[config.mk]
export PLATFORM = sky130hd
export DESIGN_NAME = ssos_ctrl
export DESIGN_NICKNAME = d
export VERILOG_FILES = /design/src/rtl/strang_splitting_oscillator_step_top_assert.svh /design/src/rtl/ssos_pkg.sv /design/src/rtl/ssos_ctrl.sv
export SDC_FILE = /design/constraint.sdc
export NUM_CORES = 1
export LEC_CHECK = 0
export ABC_AREA = 1
export BUFFER_PORTS_ARGS = -buffer_cell sky130_fd_sc_hd__buf_2
export CAP_MARGIN = 20
export CORE_MARGIN = 1
export CORE_UTILIZATION = 55
export CTS_BUF_LIST = sky130_fd_sc_hd__clkbuf_8
export CTS_CLUSTER_DIAMETER = 100
export DETAILED_ROUTE_END_ITERATION = 8
export GPL_ROUTABILITY_DRIVEN = 0
export PLACE_DENSITY_LB_ADDON = 0.3
export RECOVER_POWER = 25
export SLEW_MARGIN = 10
export SYNTH_ARGS = -nofsm -noshare
export SYNTH_HDL_FRONTEND = slang
export SYNTH_SLANG_ARGS = --single-unit
export TNS_END_PERCENT = 50
[constraint.sdc]
create_clock -name clock -period 2.55 [get_ports clock]
set_input_delay 0.1275 -clock clock [delete_from_list [all_inputs] [get_ports clock]]
set_output_delay 0.1275 -clock clock [all_outputs]
set_load 0.01 [all_outputs]
[src/rtl/strang_splitting_oscillator_step_top_assert.svh]
// Assertion macros for the oscillator step block.
// Used by the top level only; holds nothing but macro definitions.
`ifndef STRANG_SPLITTING_OSCILLATOR_STEP_TOP_ASSERT_SVH
`define STRANG_SPLITTING_OSCILLATOR_STEP_TOP_ASSERT_SVH

// Implication in the same cycle.
`define SSOS_ASSERT_SAME(label, clk, rst, ante, cons, msg) \
   label: assert property (@(posedge clk) disable iff (rst) (ante) |-> (cons)) \
      else $error(msg);

// Implication in the next cycle.
`define SSOS_ASSERT_NEXT(label, clk, rst, ante, cons, msg) \
   label: assert property (@(posedge clk) disable iff (rst) (ante) |=> (cons)) \
      else $error(msg);

`endif

[src/rtl/ssos_pkg.sv]
// Shared types, constants and helpers for the oscillator step block.
// No dependencies; used by every module of the block.
package ssos_pkg;

   localparam int VALUE_W    = 32;
   localparam int FRAC_W     = 24;
   localparam int DECAY_W    = 25;
   localparam int CSR_IDX_W  = 3;
   localparam int CSR_DATA_W = 64;
   localparam int CNT_W      = 6;
   localparam logic [DECAY_W-1:0] ONE_Q = DECAY_W'(1) << FRAC_W;

   typedef enum logic [CSR_IDX_W-1:0] {
      CSR_DRIFT_ROW_FIRST  = 3'd0,
      CSR_DRIFT_ROW_SECOND = 3'd1,
      CSR_NOISE_ROW_FIRST  = 3'd2,
      CSR_NOISE_ROW_SECOND = 3'd3,
      CSR_DECAY_FACTOR     = 3'd4,
      CSR_HALF_STEP_DRIFT  = 3'd5
   } csr_index_type;

   localparam logic REQ_START = 1'b0;
   localparam logic REQ_STEP  = 1'b1;

   typedef struct packed {
      logic                       req_type;
      logic signed [VALUE_W-1:0]  value_first;
      logic signed [VALUE_W-1:0]  value_second;
   } req_item_type;

   typedef struct packed {
      logic signed [VALUE_W-1:0]  state_first;
      logic signed [VALUE_W-1:0]  state_second;
      logic                       saturated;
   } rsp_item_type;

   typedef struct packed {
      logic [63:0]                drift_row_first;
      logic [63:0]                drift_row_second;
      logic [63:0]                noise_row_first;
      logic [63:0]                noise_row_second;
      logic [DECAY_W-1:0]         decay_factor;
      logic signed [VALUE_W-1:0]  half_step_drift;
   } cfg_type;

   typedef enum logic [3:0] {
      ST_IDLE, ST_SQ, ST_T, ST_LD, ST_SQRT, ST_DIVLD, ST_DIV, ST_FIN,
      ST_LIN, ST_LINEND, ST_OUT
   } ctrl_state_type;

   typedef enum logic [1:0] {
      MUL_SQ, MUL_T, MUL_LIN
   } mul_sel_type;

   typedef struct packed {
      logic        load;
      logic        mul_en;
      mul_sel_type mul_sel;
      logic [2:0]  lin_idx;
      logic        acc_clr;
      logic        acc_en;
      logic        acc_row;
      logic        sqrt_ld;
      logic        sqrt_step;
      logic        div_ld;
      logic        div_step;
      logic        fin;
      logic        lin_end;
      logic        rsp_load;
   } cmd_type;

   typedef struct packed {
      logic root_zero;
   } status_type;

   typedef struct packed {
      logic [VALUE_W-1:0] value;
      logic               clip;
   } sat_type;

   // Clips a wide signed value to the state range and reports the clip.
   function automatic sat_type sat_val(input logic signed [47:0] v);
      sat_type r;
      if (v > 48'sh0000_7FFF_FFFF) begin
         r.value = 32'h7FFF_FFFF;
         r.clip  = 1'b1;
      end else if (v < -48'sh0000_8000_0000) begin
         r.value = 32'h8000_0000;
         r.clip  = 1'b1;
      end else begin
         r.value = v[31:0];
         r.clip  = 1'b0;
      end
      return r;
   endfunction

   // Magnitude of a signed state word as an unsigned word.
   function automatic logic [VALUE_W-1:0] mag32(input logic [VALUE_W-1:0] v);
      return v[VALUE_W-1] ? (~v + VALUE_W'(1)) : v;
   endfunction

endpackage

[src/rtl/ssos_ctrl.sv]
// Sequencer for the oscillator step block.
// Depends on ssos_pkg; drives commands into ssos_dp.
module ssos_ctrl (
   input  logic                  clock,
   input  logic                  reset,
   input  logic                  req_valid,
   input  logic                  req_kind,
   input  logic                  rsp_free,
   input  ssos_pkg::status_type  status,
   output logic                  req_stall,
   output ssos_pkg::cmd_type     cmd
);
   import ssos_pkg::*;

   ctrl_state_type   state_ff, state_in;
   logic [CNT_W-1:0] cnt_ff, cnt_in;
   logic             phase_ff, phase_in;
   logic [3:0]       lin_prev;

   always_ff @(posedge clock) begin
      if (reset) begin
         state_ff <= ST_IDLE;
         cnt_ff   <= '0;
         phase_ff <= 1'b0;
      end else begin
         state_ff <= state_in;
         cnt_ff   <= cnt_in;
         phase_ff <= phase_in;
      end
   end

   assign lin_prev = cnt_ff[3:0] - 4'd1;

   always_comb begin
      state_in  = state_ff;
      cnt_in    = cnt_ff;
      phase_in  = phase_ff;
      req_stall = 1'b1;
      cmd       = '0;
      cmd.mul_sel = MUL_SQ;
      unique case (state_ff)
         ST_IDLE: begin
            req_stall = 1'b0;
            if (req_valid) begin
               cmd.load = 1'b1;
               phase_in = 1'b0;
               state_in = (req_kind == REQ_STEP) ? ST_SQ : ST_OUT;
            end
         end
         ST_SQ: begin
            cmd.mul_en  = 1'b1;
            cmd.mul_sel = MUL_SQ;
            state_in    = ST_T;
         end
         ST_T: begin
            cmd.mul_en  = 1'b1;
            cmd.mul_sel = MUL_T;
            state_in    = ST_LD;
         end
         ST_LD: begin
            cmd.sqrt_ld = 1'b1;
            cnt_in      = CNT_W'(31);
            state_in    = ST_SQRT;
         end
         ST_SQRT: begin
            cmd.sqrt_step = 1'b1;
            cnt_in        = cnt_ff - CNT_W'(1);
            if (cnt_ff == '0) begin
               state_in = ST_DIVLD;
            end
         end
         ST_DIVLD: begin
            cmd.div_ld = 1'b1;
            cnt_in     = CNT_W'(55);
            state_in   = status.root_zero ? ST_FIN : ST_DIV;
         end
         ST_DIV: begin
            cmd.div_step = 1'b1;
            cnt_in       = cnt_ff - CNT_W'(1);
            if (cnt_ff == '0) begin
               state_in = ST_FIN;
            end
         end
         ST_FIN: begin
            cmd.fin  = 1'b1;
            cnt_in   = '0;
            state_in = phase_ff ? ST_OUT : ST_LIN;
         end
         ST_LIN: begin
            // Products issue at counts 0..7 and each is summed at the next count.
            cmd.mul_sel = MUL_LIN;
            cmd.mul_en  = (cnt_ff < CNT_W'(8));
            cmd.lin_idx = cnt_ff[2:0];
            cmd.acc_clr = (cnt_ff == '0);
            cmd.acc_en  = (cnt_ff != '0);
            cmd.acc_row = lin_prev[2];
            cnt_in      = cnt_ff + CNT_W'(1);
            if (cnt_ff == CNT_W'(8)) begin
               state_in = ST_LINEND;
            end
         end
         ST_LINEND: begin
            cmd.lin_end = 1'b1;
            phase_in    = 1'b1;
            state_in    = ST_SQ;
         end
         ST_OUT: begin
            if (rsp_free) begin
               cmd.rsp_load = 1'b1;
               state_in     = ST_IDLE;
            end
         end
         default: begin
            state_in = ST_IDLE;
         end
      endcase
   end

endmodule

After elaboration in Yosys (flattened, before gate mapping)
Index checks and enable logic that the tools add are counted.
Widths: inputs -> output; s select.
{"block": "op_classes", "n_addsub": 3, "n_lt_le_gt_ge": 1, "n_eq_ne": 16, "muxes": 25, "reduce_logical": 8}
{"cell": "$pmux 4 s11", "n": 1}
{"cell": "$pmux 6 s5", "n": 1}
{"cell": "$mux 4", "n": 6}
{"cell": "$eq 4x3->1 const B", "n": 4}
{"cell": "$mux 1", "n": 13}
{"cell": "$eq 4x4->1 const B", "n": 3}
{"cell": "$ne 2x2->1 const B", "n": 5}
{"cell": "$pmux 3 s3", "n": 1}
{"cell": "$eq 4x2->1 const B", "n": 2}
{"cell": "$add 6x1->6 const B", "n": 1}
{"cell": "$eq 6x4->1 const B", "n": 1}
{"cell": "$logic_not 6->1", "n": 1}
{"cell": "$lt 6x4->1 const B", "n": 1}
{"cell": "$mux 6", "n": 1}
{"cell": "$reduce_bool 6->1", "n": 1}
{"cell": "$sub 6x1->6 const B", "n": 1}
{"cell": "$reduce_and 5->1", "n": 1}
{"cell": "$reduce_bool 5->1", "n": 1}
{"cell": "$eq 4x1->1 const B", "n": 1}
{"cell": "$logic_not 4->1", "n": 1}
{"cell": "$sub 3x1->3 const B", "n": 1}
{"cell": "$mux 2", "n": 1}
{"cell": "$pmux 1 s2", "n": 1}
{"cell": "$reduce_and 2->1", "n": 1}
{"cell": "other kinds (2)", "n": 2}
{"block": "totals", "reg_bits": 11, "in_bits": 6, "out_inout_bits": 18, "wordCells": 56}

Logic depth before layout (Yosys ltp)
{"block": "depth", "word_depth": 3, "mapped_depth": 12}

Worst setup path after synthesis
Ideal clock, no wire load.
{"block": "synth_path", "kind": "register -> register", "from": "reg state_ff[3]", "to": "reg cnt_ff[4]", "setup_ns": 0.119, "t_arrival_ns": 1.827, "t_required_ns": 2.431, "path_slack_ns": 0.604, "path_stages_with_launch": 10, "period_less_slack_ns": 1.946, "path_cell_list": "dfxtp_1 inv_1 nor2_2 nand2_1 fa_1 nand3_1 nand2_1 or2_2 nand3_1 a21oi_1"}
{"block": "synth_between", "elab_chain_len": 3}
{"element": "from (decl)", "line_no": "ssos_ctrl.sv:15", "rtl": "ctrl_state_type state_ff, state_in;"}
{"element": "from (signal assigned)", "line_no": "ssos_ctrl.sv:26", "rtl": "state_ff <= state_in;"}
{"element": "$eq 4x3->1", "line_no": "ssos_ctrl.sv:41", "rtl": "unique case (state_ff)"}
{"element": "$reduce_or 2->1 (no line)"}
{"element": "$pmux 6 s5 / $reduce_bool 5->1 (equally long branches)"}
{"element": "to (signal assigned)", "line_no": "ssos_ctrl.sv:27", "rtl": "cnt_ff <= cnt_in;"}
{"element": "to (decl)", "line_no": "ssos_ctrl.sv:16", "rtl": "logic [CNT_W-1:0] cnt_ff, cnt_in;"}
Parallel ways exist; a longest one is shown, timed or not.
A chain may end at the register's enable or synchronous reset.

Final worst setup path
Same ends and word-level chain as after synthesis.

==> run summary <==
## Run status
- complete, no violations — result of the run

## Job
- 0 — Max-Cap Viols

## CTS
- 0 — number of cells upsized or downsized after cts
- 0 — hold-fix buffer count after cts
- 2 — CTS Buffer Depth
- 50 ps — clock edge transition at the registers on the reported setup and hold paths
- clkbuf_8 — CTS Root Cell
- 0 — Post CTS Setup Buffer Count
- done — CTS tree
- 11 — sinks on the clock net
- 3 — TritonCTS Buffers
- 1 — level count of the clock H-tree
- 240 ps — Clk Latency, worst-skew pair

## Synth
- 23 — distinct cell type count after synthesis
- 0.2245 — portion of the post-synthesis area used by sequential elements
- 0 — count of flip-flops with a built-in enable after synthesis
- 0.2245 — fraction of synthesized cell area taken by the top area cell type
- 163 — number of instances in the synthesized netlist
- 0 — proportion of synthesized flip-flops having asynchronous set or reset
- 0 — Synth warnings
- 11 — synthesis-stage register bit count
- dfxtp_1 22%, nand2_1 18%, inv_1 9.9% — most area-consuming cells after synthesis
- dfxtp_1 — cell type with the highest aggregate area in the netlist
- 177 — syn_nets
- dfxtp_1 — ys flop type
- 6.018 µm² — Avg Inst Size Synth
- 980.9 µm² — synthesized area

## Route
- 0 — Detail Route Antenna Nets
- 0 — number of design rule violations left after detail routing
- 12.81 µm — routed length per instance
- 5.805 — Via-to-Cell Ratio
- 62 — first-iteration detailed-routing DRC count
- 1190 — overall via count from detail_route
- 2627 µm — total length of routed wires
- 7 — Detailed Routing Iterations Pass 1

## Layout
- 205 — non-filler instance count after layout
- 0 — number of antenna cells inserted
- 16.71% — relative area change from synthesis to final layout
- nand2_1 — most common library cell in the layout ignoring fill and taps
- 46 x nand2_1, 27 x inv_1, 20 x buf_2 — commonest non-fill, non-tap cells in the layout
- 134 — Fillers
- 0.1852 — ratio of cells with drive above 1 in the final layout
- 204 — number of nets in the layout

## Die
- 44.23 µm — height of the die
- 1577 µm² — core outline area
- 0.6222 — effective utilization at floorplan
- 24 — ports placed on the boundary
- 14 — floorplan row count
- 1956 µm² — die area
- 44.23 µm — die width

## Worst setup path
- register — Worst Setup Start Kind
- cnt_ff[4] — FF-to-FF End
- 2330 ps — signal arrival time at the worst endpoint
- 9 — length in cells of the worst reg-to-reg path
- reg -> reg — Worst Path Class, Setup
- 350 ps — worst setup slack for register-to-register paths
- register — kind of end point of the critical path
- 11 — biggest fanout along the worst timing path
- state_ff[3] — worst r2r src
- 2680 ps — endpoint required time on the critical path

## Global route
- 4312 µm — wire length of the first global-routing pass
- 0 — total grt overflow
- 992 — vias in the first global route
- 12 — maximum number of pins on one net before global-route repair
- 0.3011 — combined global-route utilization of all metal layers
- 0 — antenna violations before repair

## Placement
- 23 — Buffers on Ports
- 1983 µm — HPWL after detailed placement
- 201 — number of placed instances, taps included

## Timing
- 3.475 ps — Worst Skew
- 2196 ps — Min Clock Period, post-route
- 0 ps — post-route setup TNS
- 0 — final hold vios
- false — setup repair after global routing missed its margin
- 0.8611 — part of the cycle the worst path needs
- 0 — total setup violations reported at the end of the flow
- 0 — count of final max-slew check failures
- 0.7143 — worst slew margin relative to its limit
- 427.5 ps — measured slew at the worst slew-check pin
- 0.4554 GHz — Fmax

## Worst hold path
- cnt_ff[5] — Hold Path End
- in -> reg — Hold Path Class
- reset — critical hold path startpoint
- 2 — number of cells traversed by the worst hold path

## Pwr
- 0.9136 mV — worst vdd ir
- 1508 nW/µm² — power density of the placed cells
- 0.6711 nW — leakage power

[registers in the layout (all words and copies together) (netlist names)]
name / cells
cnt_ff: 6
state_ff: 4
phase_ff: 1
[layout make-up]
cell class              count  area (µm²)  area share
flip-flops and latches     11       220.2      0.1923
clock inverters             1       3.754    0.003279
well taps                  16       20.02     0.01749
inverters                  28       105.1     0.09180
multi-input cells         123       643.1      0.5617
clock buffers               3       41.29     0.03607
repair buffers             23       111.4     0.09727
[how the worst max path moves through the flow]
| stage | startpoint | to | slack (ps) | depth (start not counted) |
|---|---|---|---|---|
| final | state_ff[3] | cnt_ff[4] | 350 | 9 |
| after CTS | state_ff[3] | cnt_ff[4] | 390 | 9 |
| after floorplan | state_ff[3] | cnt_ff[4] | 600 | 9 |
| after global placement | state_ff[3] | cnt_ff[4] | 490 | 9 |
| after global routing | state_ff[3] | cnt_ff[4] | 200 | 9 |
| after detailed placement | state_ff[3] | cnt_ff[4] | 420 | 9 |
[worst max-delay path: stages, from the launching register on]
cell     delay (ps)
dfxtp_1         400
inv_1           110
nor2_2          160
nand2_1         300
fa_1            550
nand3_1         100
nand2_1          70
or2_2           280
nand3_1          70
a21oi_1          60
[cells in the mapped netlist (all sizes together), types with 2 or more instances]
master,number
dfxtp,11
nand4,2
nand3,18
inv,28
o21ai,11
nand2,48
nor2,15
nor3,3
or2,2
a21oi,13
ha,7
[metal layers]
layer / wire [µm] / vias up / GRT usage
met4: 36 / 0 / 0.1091
met1: 1088 / 529 / 0.4340
li1: - / 576 / -
met2: 1167 / 79 / 0.4500
met5: 0 / - / 0
met3: 334 / 6 / 0.05306
[cells by family (layout without fill, tap and decap cells)]
family                     after synthesis  after routing  synth area share
AOI/OAI and AO/OA                       25             25            0.1288
xor gates and xnor gates                 1              1          0.008930
adders and majority gates                8              8            0.1097
buffers and inverters                   29             55            0.1148
DFF                                     11             11            0.2245
and+or+nand+nor                         89             89            0.4133
[power by group]
part           leakage [nW]  internal [mW]  switching [mW]
Clock                0.0269          0.106          0.0700
Sequential           0.0899          0.243           0.105
Combinational         0.554          0.429           0.773
[stage by stage]
| step | setup WS, ps | power [mW] | utilization | hold slack, ps | area, µm² |
|---|---|---|---|---|---|
| floorplan | 603.8 | 1.229 | - | 196.6 | 980.9 |
| global placement | 494.2 | 1.481 | 0.7032 | 408.7 | 1109 |
| detailed placement | 418.4 | 1.514 | 0.7032 | 402.2 | 1109 |
| CTS | 394.6 | 1.710 | 0.7317 | 149.0 | 1154 |
| global route | 202.9 | 1.916 | 0.7262 | 153.0 | 1145 |
| finish | 354.3 | 1.727 | 0.7262 | 159.0 | 1145 |
No activity file was read; power rests on OpenSTA's default activity.
